<file path="config.mk">
export PLATFORM = sky130hd
export DESIGN_NAME = sfs_cell
export DESIGN_NICKNAME = d
export VERILOG_FILES = /design/src/hw/rtl/sfs_pkg.sv /design/src/hw/rtl/sfs_cell.sv
export SDC_FILE = /design/constraint.sdc
export NUM_CORES = 1
export LEC_CHECK = 0
export ABC_AREA = 1
export BUFFER_PORTS_ARGS = -buffer_cell sky130_fd_sc_hd__buf_4
export CAP_MARGIN = 20
export CORE_MARGIN = 2
export CORE_UTILIZATION = 40
export CTS_CLUSTER_DIAMETER = 150
export DETAILED_ROUTE_END_ITERATION = 7
export PLACE_DENSITY = 0.79
export SYNTH_ARGS = -nofsm -noshare
export SYNTH_HDL_FRONTEND = slang
export SYNTH_SLANG_ARGS = --single-unit
export TNS_END_PERCENT = 1
</file>
<file path="constraint.sdc">
create_clock -name clk_i -period 4.3 [get_ports clk_i]
set_clock_uncertainty 0.1 [all_clocks]
set_input_delay 0 -clock clk_i [delete_from_list [all_inputs] [get_ports clk_i]]
set_output_delay 0 -clock clk_i [all_outputs]
set_load 0.02 [all_outputs]
</file>
<file path="src/hw/rtl/sfs_pkg.sv">
// ----------------------------------------------------------------------------
// Sorted address floor search package
// Field widths, command codes and the token that walks the search cells.
// ----------------------------------------------------------------------------
package sfs_pkg;

  // Fixed field widths of the channels and the count register.
  localparam int unsigned CMD_W  = 1;
  localparam int unsigned IDX_W  = 10;
  localparam int unsigned ADDR_W = 64;
  localparam int unsigned CNT_W  = 11;

  // Command codes of an input word.
  localparam logic [CMD_W-1:0] CMD_WRITE  = 1'b0;
  localparam logic [CMD_W-1:0] CMD_LOOKUP = 1'b1;

  // Best match found so far.
  typedef struct packed {
    logic              found;
    logic [ADDR_W-1:0] offset;
  } sfs_hit_t;

  // Control part of the search token handed from cell to cell.
  // sel_a tells which table read port holds the probe of the next cell.
  typedef struct packed {
    logic     valid;
    logic     sel_a;
    sfs_hit_t hit;
  } sfs_tok_t;

endpackage

</file>
<file path="src/hw/rtl/sfs_cell.sv">
// ----------------------------------------------------------------------------
// Search cell
// Holds one step of the binary search: the window, the best match so far
// and which read port carries its probe. Compares, narrows the window and
// hands the token to the next cell while reading both possible next probes.
// ----------------------------------------------------------------------------
module sfs_cell
  import sfs_pkg::*;
#(
  parameter int unsigned AW = 10,
  parameter int unsigned CW = 11
) (
  input  logic              clk_i,
  input  logic              rst_ni,
  input  sfs_tok_t          prev_tok_i,
  input  logic [CW-1:0]     prev_lo_i,
  input  logic [CW-1:0]     prev_end_i,
  input  logic [AW-1:0]     prev_idx_i,
  input  logic [ADDR_W-1:0] query_i,
  input  logic [ADDR_W-1:0] rdata_a_i,
  input  logic [ADDR_W-1:0] rdata_b_i,
  output sfs_tok_t          nxt_tok_o,
  output logic [CW-1:0]     nxt_lo_o,
  output logic [CW-1:0]     nxt_end_o,
  output logic [AW-1:0]     nxt_idx_o,
  output logic              active_o,
  output logic              done_o,
  output logic [AW-1:0]     raddr_a_o,
  output logic [AW-1:0]     raddr_b_o
);

  logic              valid_q;
  logic              sel_a_q;
  logic              found_q;
  logic [ADDR_W-1:0] off_q;
  logic [CW-1:0]     lo_q;
  logic [CW-1:0]     end_q;
  logic [AW-1:0]     idx_q;

  logic [ADDR_W-1:0] probe;
  logic [ADDR_W:0]   diff;
  logic              hit;
  logic [CW:0]       sum_mid;
  logic [CW-1:0]     mid;
  logic [CW:0]       sum_a;
  logic [CW:0]       sum_b;
  logic [CW-1:0]     mid_a;
  logic [CW-1:0]     mid_b;
  logic              new_empty;

  // The token valid bit is the only state of a cell that is reset.
  always_ff @(posedge clk_i or negedge rst_ni) begin
    if (!rst_ni) begin
      valid_q <= 1'b0;
    end else begin
      valid_q <= prev_tok_i.valid;
    end
  end

  // Window and match payload follow the valid bit.
  always_ff @(posedge clk_i) begin
    sel_a_q <= prev_tok_i.sel_a;
    found_q <= prev_tok_i.hit.found;
    off_q   <= prev_tok_i.hit.offset;
    lo_q    <= prev_lo_i;
    end_q   <= prev_end_i;
    idx_q   <= prev_idx_i;
  end

  // Probe compare: the subtraction gives both the floor test and the offset.
  always_comb begin
    probe = sel_a_q ? rdata_a_i : rdata_b_i;
    diff  = {1'b0, query_i} - {1'b0, probe};
    hit   = ~diff[ADDR_W];
  end

  // Midpoint of the window [lo, end) and of both halves it may shrink to.
  always_comb begin
    sum_mid = (CW+1)'(lo_q) + (CW+1)'(end_q) - (CW+1)'(1);
    mid     = sum_mid[CW:1];
    sum_a   = (CW+1)'(mid) + (CW+1)'(end_q);
    sum_b   = (CW+1)'(lo_q) + (CW+1)'(mid) - (CW+1)'(1);
    mid_a   = sum_a[CW:1];
    mid_b   = sum_b[CW:1];
  end

  // Narrowed window and updated match for the next cell.
  always_comb begin
    nxt_lo_o  = hit ? (mid + CW'(1)) : lo_q;
    nxt_end_o = hit ? end_q : mid;
    nxt_idx_o = hit ? mid[AW-1:0] : idx_q;
    new_empty = (nxt_lo_o >= nxt_end_o);

    nxt_tok_o.valid      = valid_q && !new_empty;
    nxt_tok_o.sel_a      = hit;
    nxt_tok_o.hit.found  = found_q | hit;
    nxt_tok_o.hit.offset = hit ? diff[ADDR_W-1:0] : off_q;
  end

  assign active_o  = valid_q;
  assign done_o    = valid_q && new_empty;
  assign raddr_a_o = mid_a[AW-1:0];
  assign raddr_b_o = mid_b[AW-1:0];

endmodule

</file>
After elaboration in Yosys (flattened, before gate mapping)
Index checks and enable logic that the tools add are counted.
Word-level totals
  bits in registers: 99
  bits in latches: 0
  bits in writable memories: 0
  ROM bits: 0
  input bits: 293
  output and inout bits: 121
  word-level logic and storage cells: 25
  memories kept: 0
Cells by class
  $add $sub $neg: 7
  $mul: 0
  div/mod/pow operators: 0
  order comparisons: 1
  equal/unequal tests: 0
  shift operators: 0
  muxes and demuxes: 5
  bitwise logic cells: 2
  reductions and logical operators: 3
Operator list (number)
  $mux W64: 2
  $sub A64 B64 Y65: 1
  $add A11 B11 Y11: 2
  $mux W11: 2
  $add A11 B11 Y12: 1
  $sub A12 B1 Y12 const B: 1
  $add A11 B1 Y11 const B: 1
  $ge A11 B11 Y1: 1
  $sub A11 B1 Y11 const B: 1
  $mux W10: 1
  $logic_and A1 B1 Y1: 2
  $logic_not A1 Y1: 1
  $not A1 Y1: 1
  $or A1 B1 Y1: 1

Depth between registers and ports, before layout
Gate-level depths: netlist (run 1).
  word-level depth: 7
  mapped depth: 29

Worst setup path after synthesis (run 1)
Ideal clock, no wire load.
  kind: reg2out
  from: reg sel_a_q
  to: out nxt_tok_o[66] (netlist bit)
  data arrival time: 4.580 ns
  data required time: 4.200 ns
  path slack: -0.380 ns
  cell stages (with the launch flop): 25
  cell sequence: dfxtp_1 > clkbuf_1 > buf_1 > mux2i_1 > ha_1 > nand2_1 > nor2_1 > inv_1 > nor3_2 > nand2_2 > nand2_4 > nand2_4 > nand2_8 > inv_2 > clkbuf_1 > o31ai_1 > ha_1 > a21oi_1 > o21ai_0 > a221o_1 > nand4_1 > nand2_1 > nand2_1 > nand2_1 > nor2_1
RTL lines
  start, declared: RTL line sfs_cell.sv:33  | logic sel_a_q;
  start signal, assigned: RTL line sfs_cell.sv:62  | sel_a_q <= prev_tok_i.sel_a;
  end, declared: RTL line sfs_cell.sv:22  | output sfs_tok_t nxt_tok_o,

==> results of run 1 <==
## layer usage
layer / global-route usage / vias to the layer above / routed length (um)
met1: 0.385 / 6114 / 18100
met5: 0 / - / 0
met2: 0.534 / 657 / 21700
met3: 0.0462 / 122 / 3800
li1: - / 6360 / -
met4: 0.138 / 0 / 2100
## critical path, delay by kind of cell, from the launching register on
family / cells / cell delay, ns
buffers and inverters: 7 / 0.87
flip-flops: 1 / 0.40
AO/OA/AOI/OAI: 3 / 0.57
adder cells (fa/ha/maj): 2 / 0.62
multiplexers: 1 / 0.20
AND/OR/NAND/NOR: 15 / 1.32
## metrics by stage
step / area (um^2) / cells / hold WS [ns] / utilization
after CTS: 15800 / 2461 / 0.159 / 0.624
after global routing: 16700 / 2515 / 0.168 / 0.661
after global placement: 14000 / 2327 / -0.325 / 0.556
after floorplan: 10400 / 1571 / -0.396 / -
after detailed placement: 14000 / 2327 / -0.321 / 0.556
final: 16700 / 2516 / 0.167 / 0.661
## layout by cell type (no fill, tap or decap), drive strengths merged, types with 13 or more instances in the layout
master       instances
nand3               72
dfxtp               98
a31oi               16
a21oi              106
nor2               154
xor2                34
xnor2               27
ha                 122
nand2              392
inv                227
clkbuf              13
or2                 21
o21ai              124
buf                520
mux2i               62
dlygate4sd3        101
## state kept, by name (all words and copies together), names as in the netlist
register	flops
active_o	1
sel_a_q	1
lo_q	11
found_q	1
end_q	11
off_q	64
idx_q	10
## final timing paths
path | to | slack [ns]
max in group asynchronous | active_o$_DFF_PN0_ | 3.62
worst min-delay path | off_q[41]$_DFF_P_ | 0.17
min in group asynchronous | active_o$_DFF_PN0_ | 0.38
worst max-delay path | nxt_tok_o[66] | -0.15
## kinds of logic after synthesis
kind of cell | after synthesis | synth area share
and+or+nand+nor | 676 | 0.282
DFF | 99 | 0.192
xor gates and xnor gates | 61 | 0.0525
buffers and inverters | 253 | 0.0967
AOI/OAI and AO/OA | 293 | 0.160
muxes | 63 | 0.0612
adders and majority gates | 126 | 0.156
## final cells by class
type                    instances  area (um^2)
repair buffers                624         5200
diodes                          3         7.51
clock buffers                  10          239
clock inverters                 6         70.1
multi-input cells            1219         7900
flip-flops and latches         99         2000
well taps                     330          413
inverters                     225          857
fillers                      2156         8560
## where the power goes
part / internal (W) / total, W / switching (W)
Sequential: 0.000966 / 0.000988 / 0.0000217
Clock: 0.000430 / 0.000869 / 0.000439
Combinational: 0.00173 / 0.00409 / 0.00236
## what timing repair did
| action | 4_1_cts | 5_1_grt |
|---|---|---|
| pin swaps | 25 | 81 |
| setup buffers | 15 | 50 |
| gates cloned | 2 | 3 |
| hold endpoints to repair | 100 | 0 |
| resized for setup | 53 | 117 |
| hold buffers | 101 | 0 |
| endpoints found under the setup margin | 6 | 6 |
==> impl_metrics.ini, run 1 <==
[hold_path]
min_from = prev_tok_i[41]
min_delay_path_depth = 2
worst_hold_class = in -> reg

[worst_setup_path]
stage_delay_of_the_slowest_cell_on_the_critical_path_ns = 0.40
setup.worst_path.class = reg -> out
cpMostUsedCell = sky130_fd_sc_hd__nand2_2
critPathLaunchType = flop
endpoint_kind = output pin
slowest_cell_on_crit_path = sky130_fd_sc_hd__dfxtp_4
timing.critical_path.fanout_max = 7
cp-startpoint = sel_a_q$_DFF_P_
crit_path_required_time_ns = 4.20
crit_arrival_ns = 4.35

[placement]
place_hpwl_um = 35200
placement.io_buffers = 413
placement_setup_slack_ns = -0.0274
globalplace.congestion = 0.996

[sta]
timing.setup.tns_ns = -0.250
post-route-worst-setup-slack_ns = -0.147
hold_viol = 0
actual_slew_at_the_worst_max_slew_pin_ns = 0.738
finalSetupViolations = 2
timing.slew.headroom = 0.503
fmax_ghz = 0.225
max_slew_violations = 0
rsz0062_at_grt = yes
final.period_utilization = 1.03
layout_min_cycle_time_ns = 4.45

[power]
power_per_cell_area_nw_per_um2 = 356
finalPower_w = 0.00594
total_leakage_power_nw = 8.49
ir_drop_mv = 0.561

[detailed_routing]
vias_per_cell = 5.27
detailedRoute.firstPassIterationCount = 5
routed_wl_um = 45700
drc = 0
ant_nets = 0
detailroute.via_count = 13300
drt_iter0_markers = 985
wl_per_cell_um = 18.2

[clocking]
clock_sinks = 99
cts.reportedPaths.clkPinSlew_ns = 0.09
cts.htree.levels = 3
tritoncts = yes
cts_buffer_depth = 2
cts-buffers-inserted = 9
cts-root-buf = sky130_fd_sc_hd__clkbuf_16

[global_routing]
grt_start_max_net_pins = 71
gr-total-overflow = 0
grt_pass1_wl_um = 65300
grt_pass1_vias = 12700
grt.total_usage = 0.311
antenna_found_initial = 2

[synth]
synth_top_cell_area_share = 0.190
post_synth_num_cell_types = 55
synth_area_um2 = 10300
postSynth.topFlopCell = sky130_fd_sc_hd__dfxtp_1
ys_top_cells_by_area = sky130_fd_sc_hd__dfxtp_1 (19%), sky130_fd_sc_hd__ha_1 (15%), sky130_fd_sc_hd__nand2_1 (14%)
ys_ff_latch = 99
yosysWarningCount = 0
ys_seq_area_frac = 0.192
post-synth-top-count-cell = sky130_fd_sc_hd__nand2_1
synth_cells = 1571
synth_fp_nets = 1990
count_of_flip_flops_with_a_built_in_enable_after_synthesis = 0
synth.avg_cell_area_um2 = 6.57
synth.top_cells.by_count = sky130_fd_sc_hd__nand2_1 (375), sky130_fd_sc_hd__inv_1 (216), sky130_fd_sc_hd__nor2_1 (146), sky130_fd_sc_hd__ha_1 (122), sky130_fd_sc_hd__a21oi_1 (101)
synthArstFlopShare = 0.0101
synth_top_area_cell = sky130_fd_sc_hd__dfxtp_1

[floorplanning]
initial_core_util = 0.409
core_um2 = 25300
die_area_um2 = 27100
die_width_um = 165
die-height_um = 165
std_cell_rows = 58
top_level_ports = 414

[finish]
final_net_count = 2597
syn2layout_area_growth_pct = 61.6
final_layout_size_suffix_gt1_frac = 0.329

[run]
max_cap_violations = 0

[outcome]
failed_checks = setup timing
status = complete, but fails checks
Note: power is estimated with default switching activity, not from simulation.
==> run 2, diff against run 1 <==
Settings changed: PLACE_DENSITY 0.79 to 0.71, SLEW_MARGIN set to 20.
==> run 2 against run 1 <==
The run still ends with setup timing left; clock power is 3.6% lower; critical path depth is 4 lower; first-iteration DRC count is 14% lower; sequential share of layout area is 0.17 points higher; cell count is 0.68% lower; worst setup slack worse by 0.0049 ns; fmax is 0.11% lower; highest routed layer unchanged.
==> impl_metrics.ini, run 2 (same netlist as run 1, synthesis figures left out) <==
[finish]
number_of_flip_flops_under_the_largest_register_name = 64
layout.cells.most_common_list = sky130_fd_sc_hd__buf_4 (492), sky130_fd_sc_hd__nand2_1 (353), sky130_fd_sc_hd__inv_1 (207)
share_of_the_core_filled_with_cells_in_the_final_layout = 0.651
final_common_cell = sky130_fd_sc_hd__buf_4
syn2layout_area_growth_pct = 59.3
registers.top_by_ff_count = off_q
final_net_count = 2583
final_layout_size_suffix_gt1_frac = 0.327
layout_top_registers = off_q: 64 flops, end_q: 11 flops, lo_q: 11 flops
filler_cell_count = 2234

[run]
max_cap_violations = 0

[global_routing]
grt_pass1_wl_um = 63700
gr-total-overflow = 0
grt_pass1_vias = 12500
grt.total_usage = 0.304
grt_start_max_net_pins = 69
antenna_found_initial = 1

[worst_setup_path]
stage_delay_of_the_slowest_cell_on_the_critical_path_ns = 0.42
slowest_cell_on_crit_path = sky130_fd_sc_hd__dfxtp_4
worst-path-buf-inv = 4
critical_path_endpoint = nxt_tok_o[66]
critPathTopFamily = simple AND/OR/NAND/NOR gates
endpoint_kind = output pin
crit_arrival_ns = 4.35
crit_path_required_time_ns = 4.20
timing.critical_path.fanout_max = 8
critPathLaunchType = flop
cp-startpoint = sel_a_q$_DFF_P_
setup.worst_path.class = reg -> out
worstPathCellList = buf_12 -> buf_6 -> mux2i_1 -> ha_1 -> nand2_2 -> inv_1 -> a21oi_2 -> nand2_2 -> nand2_1 -> nand2_2 -> nand2_2 -> nand2_4 -> nand2_8 -> nand2_4 -> o21ai_0 -> ha_1 -> o21ai_1 -> a221o_1 -> nand4_1 -> nand2_1 -> nand2_1 -> nand2_1 -> nor2_1 -> buf_4
crit_cells = 24

[detailed_routing]
ant_nets = 0
drc = 0
detailroute.via_count = 12700
drt_iter0_markers = 848
routed_wl_um = 43800
wl_per_cell_um = 17.5
detailedRoute.firstPassIterationCount = 5
vias_per_cell = 5.09

[sta]
timing.slew.headroom = 0.543
post-route-worst-setup-slack_ns = -0.152
rsz0062_at_grt = yes
final.period_utilization = 1.04
hold_slack_ns = 0.167
hold_viol = 0
layout_min_cycle_time_ns = 4.45
max_slew_violations = 0
finalSetupViolations = 2
actual_slew_at_the_worst_max_slew_pin_ns = 0.686
fmax_ghz = 0.225

[placement]
placement.io_buffers = 413
globalplace.congestion = 0.968
place_hpwl_um = 34800
placement_setup_slack_ns = -0.000436

[clocking]
cts.htree.levels = 3
cts-buffers-inserted = 9
tritoncts = yes
cts-root-buf = sky130_fd_sc_hd__clkbuf_16
cts.reportedPaths.clkPinSlew_ns = 0.09
clock_sinks = 99
cts_buffer_depth = 2

[power]
power_per_cell_area_nw_per_um2 = 353
ir_drop_mv = 0.390
finalPower_w = 0.00580
total_leakage_power_nw = 8.34

[floorplanning]
die_area_um2 = 27100
initial_core_util = 0.409
std_cell_rows = 58
die-height_um = 165
die_width_um = 165
top_level_ports = 414
core_um2 = 25300

[outcome]
failed_checks = setup timing
status = complete, but fails checks

[hold_path]
worst_hold_class = in -> reg
run 2: cell types whose count changed in the layout (fill, tap and decap cells not counted), sizes merged:
cell | previous run | this run
buf | 520 | 505
clkbuf | 13 | 11
clkinv | 4 | 0
clkinvlp | 0 | 2
diode | 3 | 1
inv | 227 | 230
nand2 | 392 | 393
run 2: per-stage QoR:
step / TNS (ns) / instances / area, um^2
after global placement: 0 / 2322 / 14000
after floorplan: 0 / 1571 / 10400
after detailed placement: -0.000436 / 2322 / 14000
after global routing: -0.947 / 2498 / 16400
after CTS: -0.0756 / 2460 / 15700
final: -0.220 / 2499 / 16500
run 2: routing by layer:
metal / up-vias / part of all wire / global-route usage
met5: - / 0 / 0
met4: 0 / 0.029 / 0.0866
met3: 73 / 0.081 / 0.0638
met2: 510 / 0.48 / 0.535
met1: 5804 / 0.41 / 0.375
li1: 6331 / - / -
run 2: power by group:
group          internal, W  switching [W]
clock network     0.000404       0.000434
registers         0.000966      0.0000200
logic              0.00167        0.00230
total              0.00304        0.00276
run 2: layout make-up:
type	count	area, um^2	area share
Clock buffer	9	225	0.0137
Antenna cell	1	2.50	0.000152
Tap cell	330	413	0.0251
Multi-Input combinational cell	1220	7910	0.481
Sequential cell	99	2000	0.121
Inverter	225	857	0.0521
Clock inverter	6	55.1	0.00335
Timing Repair inverter	1	8.76	0.000532
Timing Repair Buffer	608	4980	0.303
run 2: how the worst min path moves through the flow:
stage | slack, ns | cells after the start | start | end
6_report | 0.17 | 2 | prev_lo_i[6] | lo_q[6]$_DFF_P_
3_5_place_dp | -0.32 | 1 | rst_ni | active_o$_DFF_PN0_
3_3_place_gp | -0.32 | 1 | rst_ni | active_o$_DFF_PN0_
4_1_cts | 0.15 | 2 | prev_lo_i[0] | lo_q[0]$_DFF_P_
5_1_grt | 0.16 | 2 | prev_tok_i[30] | off_q[30]$_DFF_P_
2_1_floorplan | -0.40 | 0 | rst_ni | active_o$_DFF_PN0_
run 2: repair_timing:
item,CTS,global route
hold buffers,101,0
hold endpoints to repair,100,0
resized for setup,44,115
setup buffers,20,36
gates cloned,2,3
pin swaps,19,65
endpoints found under the setup margin,6,7
